<file path="src/rtl/bgi_pkg.sv">
// shared constants, codes and command/status types for the bilinear grid interpolator
package bgi_pkg;

  localparam int MAX_ROWS  = 16;
  localparam int MAX_COLS  = 16;
  localparam int FRAC_BITS = 16;

  localparam int DATA_W = 32;
  localparam int CFG_W  = 5;
  localparam int REQ_W  = 2;
  localparam int STAT_W = 2;
  localparam int ROW_W  = $clog2(MAX_ROWS);
  localparam int COL_W  = $clog2(MAX_COLS);
  localparam int IDX_W  = (ROW_W > COL_W) ? ROW_W : COL_W;
  localparam int GRID_AW = ROW_W + COL_W;
  localparam int U_W    = FRAC_BITS;
  localparam int W_W    = FRAC_BITS + 1;
  localparam int R_W    = DATA_W + FRAC_BITS + 1;
  localparam int F_W    = R_W + W_W;
  localparam int CNT_W  = $clog2(FRAC_BITS);

  localparam logic [REQ_W-1:0] REQ_AX1   = 2'd0;
  localparam logic [REQ_W-1:0] REQ_AX2   = 2'd1;
  localparam logic [REQ_W-1:0] REQ_GRID  = 2'd2;
  localparam logic [REQ_W-1:0] REQ_QUERY = 2'd3;

  localparam logic [STAT_W-1:0] STAT_OK        = 2'd0;
  localparam logic [STAT_W-1:0] STAT_AX1_EMPTY = 2'd1;
  localparam logic [STAT_W-1:0] STAT_AX2_EMPTY = 2'd2;

  localparam logic [0:0] CFG_ROWS = 1'd0;
  localparam logic [0:0] CFG_COLS = 1'd1;

  typedef enum logic [1:0] {RD_FIRST = 2'd0, RD_LAST = 2'd1, RD_ONE = 2'd2,
                            RD_KNEXT = 2'd3} rd_sel_t;
  typedef enum logic [1:0] {LOC_NONE = 2'd0, LOC_ZERO = 2'd1, LOC_LAST = 2'd2,
                            LOC_SEG = 2'd3} loc_op_t;
  typedef enum logic [1:0] {MA_GRID = 2'd0, MA_R0 = 2'd1, MA_R1 = 2'd2} mul_a_t;
  typedef enum logic [1:0] {MB_INV2 = 2'd0, MB_U2 = 2'd1, MB_INV1 = 2'd2,
                            MB_U1 = 2'd3} mul_b_t;
  typedef enum logic [2:0] {ACC_NONE = 3'd0, ACC_R0_LOAD = 3'd1, ACC_R0_ADD = 3'd2,
                            ACC_R1_LOAD = 3'd3, ACC_R1_ADD = 3'd4, ACC_F_LOAD = 3'd5,
                            ACC_F_ADD = 3'd6} acc_op_t;
  typedef enum logic [1:0] {OUT_NONE = 2'd0, OUT_EMPTY = 2'd1, OUT_OK = 2'd2} out_sel_t;

  typedef struct packed {
    logic     write;
    logic     load;
    logic     axis;
    rd_sel_t  rd_sel;
    loc_op_t  loc;
    logic     save_prev;
    logic     k_init;
    logic     k_inc;
    logic     div_step;
    logic     row_hi;
    logic     col_hi;
    mul_a_t   mul_a;
    mul_b_t   mul_b;
    acc_op_t  acc;
    out_sel_t out_sel;
  } bgi_cmd_t;

  typedef struct packed {
    logic n1_zero;
    logic n2_zero;
    logic n_small;
    logic x_le;
    logic x_ge;
    logic k_last;
  } bgi_stat_t;

endpackage

</file>
<file path="src/rtl/bgi_controller.sv">
// controller: sequences the axis searches, fraction divisions and corner blend
module bgi_controller (
  input  logic                      clk,
  input  logic                      rst,
  input  logic                      start,
  input  logic [bgi_pkg::REQ_W-1:0] req_type,
  input  bgi_pkg::bgi_stat_t        stat,
  output bgi_pkg::bgi_cmd_t         cmd,
  output logic                      busy,
  output logic                      done
);
  import bgi_pkg::*;

  typedef enum logic [8:0] {
    S_IDLE   = 9'b000000001,
    S_EMPTY  = 9'b000000010,
    S_FIRST  = 9'b000000100,
    S_LAST   = 9'b000001000,
    S_CHK    = 9'b000010000,
    S_SCAN   = 9'b000100000,
    S_DIV    = 9'b001000000,
    S_BLEND  = 9'b010000000,
    S_DONE   = 9'b100000000
  } state_t;

  state_t state, state_next;
  logic axis, axis_next;
  logic [CNT_W-1:0] cnt, cnt_next;
  logic axis_end;

  always_ff @(posedge clk) begin
    if (rst) begin
      state <= S_IDLE;
      axis <= 1'b0;
      cnt <= '0;
    end else begin
      state <= state_next;
      axis <= axis_next;
      cnt <= cnt_next;
    end
  end

  assign busy = (state != S_IDLE);
  assign done = (state == S_DONE) || (state == S_EMPTY);

  always_comb begin
    state_next = state;
    axis_next = axis;
    cnt_next = cnt;
    axis_end = 1'b0;
    cmd = '0;
    cmd.axis = axis;
    case (state)
      S_IDLE: begin
        if (start) begin
          if (req_type == REQ_QUERY) begin
            cmd.load = 1'b1;
            axis_next = 1'b0;
            if (stat.n1_zero || stat.n2_zero) state_next = S_EMPTY;
            else state_next = S_FIRST;
          end else begin
            cmd.write = 1'b1;
          end
        end
      end
      S_EMPTY: begin
        cmd.out_sel = OUT_EMPTY;
        state_next = S_IDLE;
      end
      S_FIRST: begin
        cmd.rd_sel = RD_FIRST;
        if (stat.n_small) begin
          cmd.loc = LOC_ZERO;
          axis_end = 1'b1;
        end else begin
          state_next = S_LAST;
        end
      end
      S_LAST: begin
        // read data holds the first breakpoint
        cmd.rd_sel = RD_LAST;
        cmd.save_prev = 1'b1;
        if (stat.x_le) begin
          cmd.loc = LOC_ZERO;
          axis_end = 1'b1;
        end else begin
          state_next = S_CHK;
        end
      end
      S_CHK: begin
        cmd.rd_sel = RD_ONE;
        cmd.k_init = 1'b1;
        if (stat.x_ge) begin
          cmd.loc = LOC_LAST;
          axis_end = 1'b1;
        end else begin
          state_next = S_SCAN;
        end
      end
      S_SCAN: begin
        if (!stat.k_last && stat.x_ge) begin
          cmd.save_prev = 1'b1;
          cmd.k_inc = 1'b1;
          cmd.rd_sel = RD_KNEXT;
        end else begin
          cmd.loc = LOC_SEG;
          cnt_next = '0;
          state_next = S_DIV;
        end
      end
      S_DIV: begin
        cmd.div_step = 1'b1;
        cnt_next = cnt + CNT_W'(1);
        if (cnt == CNT_W'(FRAC_BITS - 1)) axis_end = 1'b1;
      end
      S_BLEND: begin
        cnt_next = cnt + CNT_W'(1);
        // grid read, multiply and accumulate overlap by one step each
        case (cnt[2:0])
          3'd0: begin
          end
          3'd1: begin
            cmd.col_hi = 1'b1;
            cmd.mul_a = MA_GRID; cmd.mul_b = MB_INV2;
          end
          3'd2: begin
            cmd.row_hi = 1'b1;
            cmd.mul_a = MA_GRID; cmd.mul_b = MB_U2; cmd.acc = ACC_R0_LOAD;
          end
          3'd3: begin
            cmd.row_hi = 1'b1; cmd.col_hi = 1'b1;
            cmd.mul_a = MA_GRID; cmd.mul_b = MB_INV2; cmd.acc = ACC_R0_ADD;
          end
          3'd4: begin
            cmd.mul_a = MA_GRID; cmd.mul_b = MB_U2; cmd.acc = ACC_R1_LOAD;
          end
          3'd5: begin
            cmd.mul_a = MA_R0; cmd.mul_b = MB_INV1; cmd.acc = ACC_R1_ADD;
          end
          3'd6: begin
            cmd.mul_a = MA_R1; cmd.mul_b = MB_U1; cmd.acc = ACC_F_LOAD;
          end
          3'd7: begin
            cmd.acc = ACC_F_ADD;
            state_next = S_DONE;
          end
          default: begin
          end
        endcase
      end
      S_DONE: begin
        cmd.out_sel = OUT_OK;
        state_next = S_IDLE;
      end
      default: begin
        state_next = S_IDLE;
      end
    endcase
    if (axis_end) begin
      cnt_next = '0;
      if (!axis) begin
        axis_next = 1'b1;
        state_next = S_FIRST;
      end else begin
        state_next = S_BLEND;
      end
    end
  end

  a_done_single: assert property (@(posedge clk) disable iff (rst) done |=> !done)
    else $error("result strobe held longer than one cycle");
  a_query_busy: assert property (@(posedge clk) disable iff (rst)
    (start && !busy && req_type == REQ_QUERY) |=> busy)
    else $error("query request did not start work");
  a_write_idle: assert property (@(posedge clk) disable iff (rst)
    (start && !busy && req_type != REQ_QUERY) |=> !busy)
    else $error("write request left the block busy");
  a_done_ends: assert property (@(posedge clk) disable iff (rst) done |=> !busy)
    else $error("block still busy after result");

endmodule

</file>
<file path="config.mk">
export PLATFORM = sky130hd
export DESIGN_NAME = bgi_controller
export DESIGN_NICKNAME = d
export VERILOG_FILES = /design/src/rtl/bgi_pkg.sv /design/src/rtl/bgi_controller.sv
export SDC_FILE = /design/constraint.sdc
export NUM_CORES = 1
export LEC_CHECK = 0
export BUFFER_PORTS_ARGS = -buffer_cell sky130_fd_sc_hd__buf_2
export CELL_PAD_IN_SITES_DETAIL_PLACEMENT = 0
export CELL_PAD_IN_SITES_GLOBAL_PLACEMENT = 1
export CORE_MARGIN = 8
export CORE_UTILIZATION = 35
export DETAILED_ROUTE_END_ITERATION = 16
export GPL_ROUTABILITY_DRIVEN = 0
export GPL_TIMING_DRIVEN = 1
export MAX_ROUTING_LAYER = met4
export PLACE_DENSITY = 0.82
export SYNTH_ARGS = -nofsm -noshare
export SYNTH_HDL_FRONTEND = slang
export SYNTH_SLANG_ARGS = --single-unit
export TNS_END_PERCENT = 100
</file>
<file path="constraint.sdc">
create_clock -name clk -period 3 [get_ports clk]
set_input_delay 0.3 -clock clk [delete_from_list [all_inputs] [get_ports clk]]
set_output_delay 0.3 -clock clk [all_outputs]
set_load 0.05 [all_outputs]
</file>
=== After elaboration in Yosys (flattened, before gate mapping) ===
Cells that the tools add are included.

* Flip-flop bits (word level): 14
* Latch bits: 0
* RAM bits: 0
* ROM bits: 0
* Input port bits: 11
* Output and inout bits: 24
* Word-level logic and storage cells: 88
* Memories kept: 0

* Add/sub/neg operators: 1
* $mul: 0
* Divide/modulo/power cells: 0
* Order comparisons: 0
* Eq/ne operators: 28
* Shift operators: 0
* Mux-type cells: 44
* Bitwise gates (word level): 0
* Reductions and logical operators: 12

{| class="wikitable"
|+ Operator list
! kind !! number
|-
| $mux 9 || 9
|-
| $pmux 9 s7 || 1
|-
| $mux 1 || 19
|-
| $ne 3x3->1 const B || 6
|-
| $pmux 3 s6 || 1
|-
| $pmux 4 s4 || 1
|-
| $eq 3x3->1 const B || 4
|-
| $pmux 4 s3 || 1
|-
| $mux 2 || 5
|-
| $reduce_or 2->1 || 5
|-
| $eq 9x1->1 const B || 1
|-
| $eq 9x2->1 const B || 1
|-
| $eq 9x3->1 const B || 1
|-
| $eq 9x4->1 const B || 1
|-
| $eq 9x5->1 const B || 1
|-
| $eq 9x6->1 const B || 1
|-
| $eq 9x7->1 const B || 1
|-
| $eq 9x8->1 const B || 1
|-
| $eq 9x9->1 const B || 1
|-
| $ne 9x1->1 const B || 1
|-
| $mux 8 || 1
|-
| $pmux 4 s2 || 1
|-
| $reduce_and 8->1 || 1
|-
| $eq 3x2->1 const B || 2
|-
| other kinds (16) || 18
|}

=== Longest topological paths before layout ===
* Depth in word-level cells: 6
* Gate-level depth with buffers: 7
* Depth with buffers taken out: 7

=== Worst setup path after synthesis ===
Ideal clock, no wire load.

* Path type: register -> output
* From: register state[6]
* To: output port done
* Arrival time: 3070 ps
* Required time: 2700 ps
* Path slack: -370 ps
* Cell stages (with the launch flop): 6
* Path buffers: 1
* Cell sequence: dfxtp_1 > buf_2 > nor3_2 > nand2_1 > nor4b_1 > or2_2

* Word-level cells in the longest chain between the ends: 2
* Elaborated cells between the ends (all ways): 3
* Classes of those cells: eq/ne (2); reduce/logical (1)

{| class="wikitable"
|+ RTL lines
! item !! RTL line !! text
|-
| start: declaration || bgi_controller.sv:26 || <nowiki>state_t state, state_next;</nowiki>
|-
| start signal: assignment || bgi_controller.sv:37 || <nowiki>state <= state_next;</nowiki>
|-
| $eq 9x9->1 / $eq 9x2->1 (equally long branches) || bgi_controller.sv:44 || <nowiki>assign done = (state == S_DONE) || (state == S_EMPTY);</nowiki>
|-
| $logic_or 1x1->1 (*) || bgi_controller.sv:44 ||
|-
| end: declaration || bgi_controller.sv:10 || <nowiki>output logic done</nowiki>
|}

Mark *: on every way between the ends. The rest lies on a longest branch, timed or not.

==> run_results.csv <==
group,metric,value,unit
pwr,leakage,0.587,nW
synth,syn_inst,154,
detailed_routing,drc_errors,0,
clock_network,post_cts_buffers,0,
synth,async_flop_share,0,
clock_network,clock_path_buffers,2,
global_routing,grt_usage,0.132,
synth,seq_area_frac_synth,0.244,
final_layout,nNetsFinal,202,
sta,worst_pin_slew,0.629,ns
synth,ys.flop_type,"dfxtp_1",
sta,finalClockSkew,0.00166,ns
global_routing,gr-total-overflow,0,
final_layout,num_antenna_cells,0,
placement,io_buffers,34,
floorplanning,io_pins,35,
worst_setup_path,critPathMaxFanout,9,
clock_network,cts_tree,"yes",
worst_hold_path,worstHoldPathType,"input port to flop",
sta,finalHoldViolCount,0,
placement,hpwl,2610,µm
clock_network,cts.sinks,14,
synth,synthDistinctLibCells,44,
worst_setup_path,start_kind,"flop",
final_layout,fill_cells,333,
job,maxCapViolCount,0,
clock_network,hold_buffers,0,
detailed_routing,routed_via_density,5.23,
sta,clock.fmax,0.376,GHz
detailed_routing,routedWlPerCell,14.2,µm
sta,rsz0062_at_grt,"no",
worst_setup_path,slowest_stage,"or4b_2",
worst_setup_path,critical_path.top_delay_family,"simple AND/OR/NAND/NOR gates",
sta,finalSetupViolCount,0,
pwr,power_density,340,nW/µm²
outcome,status,"finished clean",
synth,synth_edf_count,0,
floorplanning,rows,20,
worst_setup_path,crit_path_end_kind,"primary output",
detailed_routing,vias,1187,
worst_setup_path,path_class,"flop to primary output",
sta,finalSetupTns,0,ns
floorplanning,initial_core_util,0.373,
clock_network,cts_max_level,1,
final_layout,area_growth,18.0,%
detailed_routing,ant_nets,0,
sta,slew_headroom,0.577,
global_routing,grt_pass1_wl,5580,µm
synth,syn-num-nets,171,
placement,dp.cells,224,
sta,whs,0.275,ns
floorplanning,die_h,73.3,µm
synth,postSynthAreaPerCell,7.45,µm²
clock_network,cts.clk_slew.worst_paths,0.08,ns
detailed_routing,first_iter_violations,44,
worst_setup_path,path_cells,"nor3_2 > nand2_1 > or4b_2 > o21ai_0 > buf_2",
pwr,max-vdd-ir-drop,0.182,mV
synth,ys_ff_latch,14,
floorplanning,die_area,5370,µm²
worst_setup_path,slowest_delay,0.71,ns
synth,synth_area,1150,µm²
clock_network,cts.repair.resized,0,
clock_network,cts_buffers,3,
clock_network,clock-root-buffer,"clkbuf_4",
detailed_routing,drt_wl_total,3230,µm
placement,dp_slack,0.659,ns
detailed_routing,drtPass1Iterations,4,
final_layout,drive_gt1_frac,0.284,
worst_setup_path,worst-path-buf-inv,1,
floorplanning,core,3080,µm²
global_routing,grt_pass1_vias,1182,
sta,fin_crit_sh,0.886,
sta,drv_slew,0,
worst_setup_path,crit_required,2.70,ns
final_layout,fin_util,0.440,
clock_network,clkLatencyLatePin,0.28,ns
global_routing,antenna_found_initial,0,
final_layout,finalNonFillerCells,227,
worst_setup_path,crit_arrival,2.36,ns
sta,setup_slack,0.343,ns
global_routing,grt_max_degree,12,
floorplanning,die_w,73.3,µm
final_layout,layout_common_cells,"buf_2 (34), nor2_1 (23), nand2_1 (16)",
final_layout,final_common_cell,"buf_2",
sta,period_needed,2.66,ns
synth,yosys_warnings,0,
-- registers in the layout (all words and copies together), names as in the netlist --
signal  cells
state       9
axis        1
cnt         4
-- per-layer routing --
metal,vias up,track usage,part of all wire
li1,599,-,-
met3,6,0.0231,0.037
met5,-,-,0
met1,555,0.141,0.44
met2,27,0.229,0.50
met4,0,0.0689,0.024
-- cell families after synthesis --
logic type | after synthesis | synth area share
simple gates | 93 | 0.458
flops | 14 | 0.244
compound gates | 23 | 0.141
fa+ha+maj | 6 | 0.0654
xor+xnor | 2 | 0.0153
buf+inv | 15 | 0.0676
mux | 1 | 0.00872
-- report_power, final --
| part | switching, W | leakage (nW) | internal (W) |
|---|---|---|---|
| Sequential | 0.0000121 | 0.113 | 0.000192 |
| Combinational | 0.000103 | 0.460 | 0.0000450 |
| Clock | 0.0000618 | 0.0138 | 0.0000466 |
| Total | 0.000177 | 0.587 | 0.000284 |
-- cell usage after synthesis, types with 2 or more instances --
library cell  instances  area share
buf_2                 2      0.0087
o21ai_0               4       0.017
or3_1                 3       0.016
nor2_1               23       0.075
ha_1                  6       0.065
or2_2                 2       0.011
or4_4                 2       0.020
and3_1                6       0.033
nand3b_1              3       0.020
nor2b_1               4       0.022
a211o_1               2       0.015
a21oi_1              10       0.044
nand2_1              16       0.052
and2_1                2       0.011
nand3_1               5       0.022
nor3_1                8       0.035
buf_6                 2       0.020
nor3_2                2       0.017
inv_1                 6       0.020
nand2b_1              4       0.022
xnor2_1               2       0.015
clkbuf_1              3      0.0098
dfxtp_1              14        0.24
nor4_1                3       0.016
-- cell type report --
| type | instances | area, µm² | area share |
|---|---|---|---|
| Sequential cell | 14 | 280 | 0.207 |
| Clock buffer | 3 | 22.5 | 0.0166 |
| Timing Repair Buffer | 34 | 170 | 0.126 |
| Tap cell | 44 | 55.1 | 0.0407 |
| Inverter | 7 | 26.3 | 0.0194 |
| Multi-Input combinational cell | 125 | 800 | 0.591 |
-- worst paths after layout --
path                                from  endpoint  slack, ns  cells past startpoint
worst min-delay path                 rst  state[7]       0.28                      2
worst max-delay path            state[6]   cmd[15]       0.34                      5
worst max register to register    cnt[1]  state[7]       0.77                      7
worst min register to register      axis      axis       0.52                      2
-- stage by stage --
step                      cell area (µm²)  total power, W
after detailed placement             1330        0.000356
after CTS                            1350        0.000461
after global placement               1330        0.000352
after global routing                 1350        0.000484
after floorplan                      1160        0.000323
final                                1350        0.000460
(Power assumes the default switching activity.)
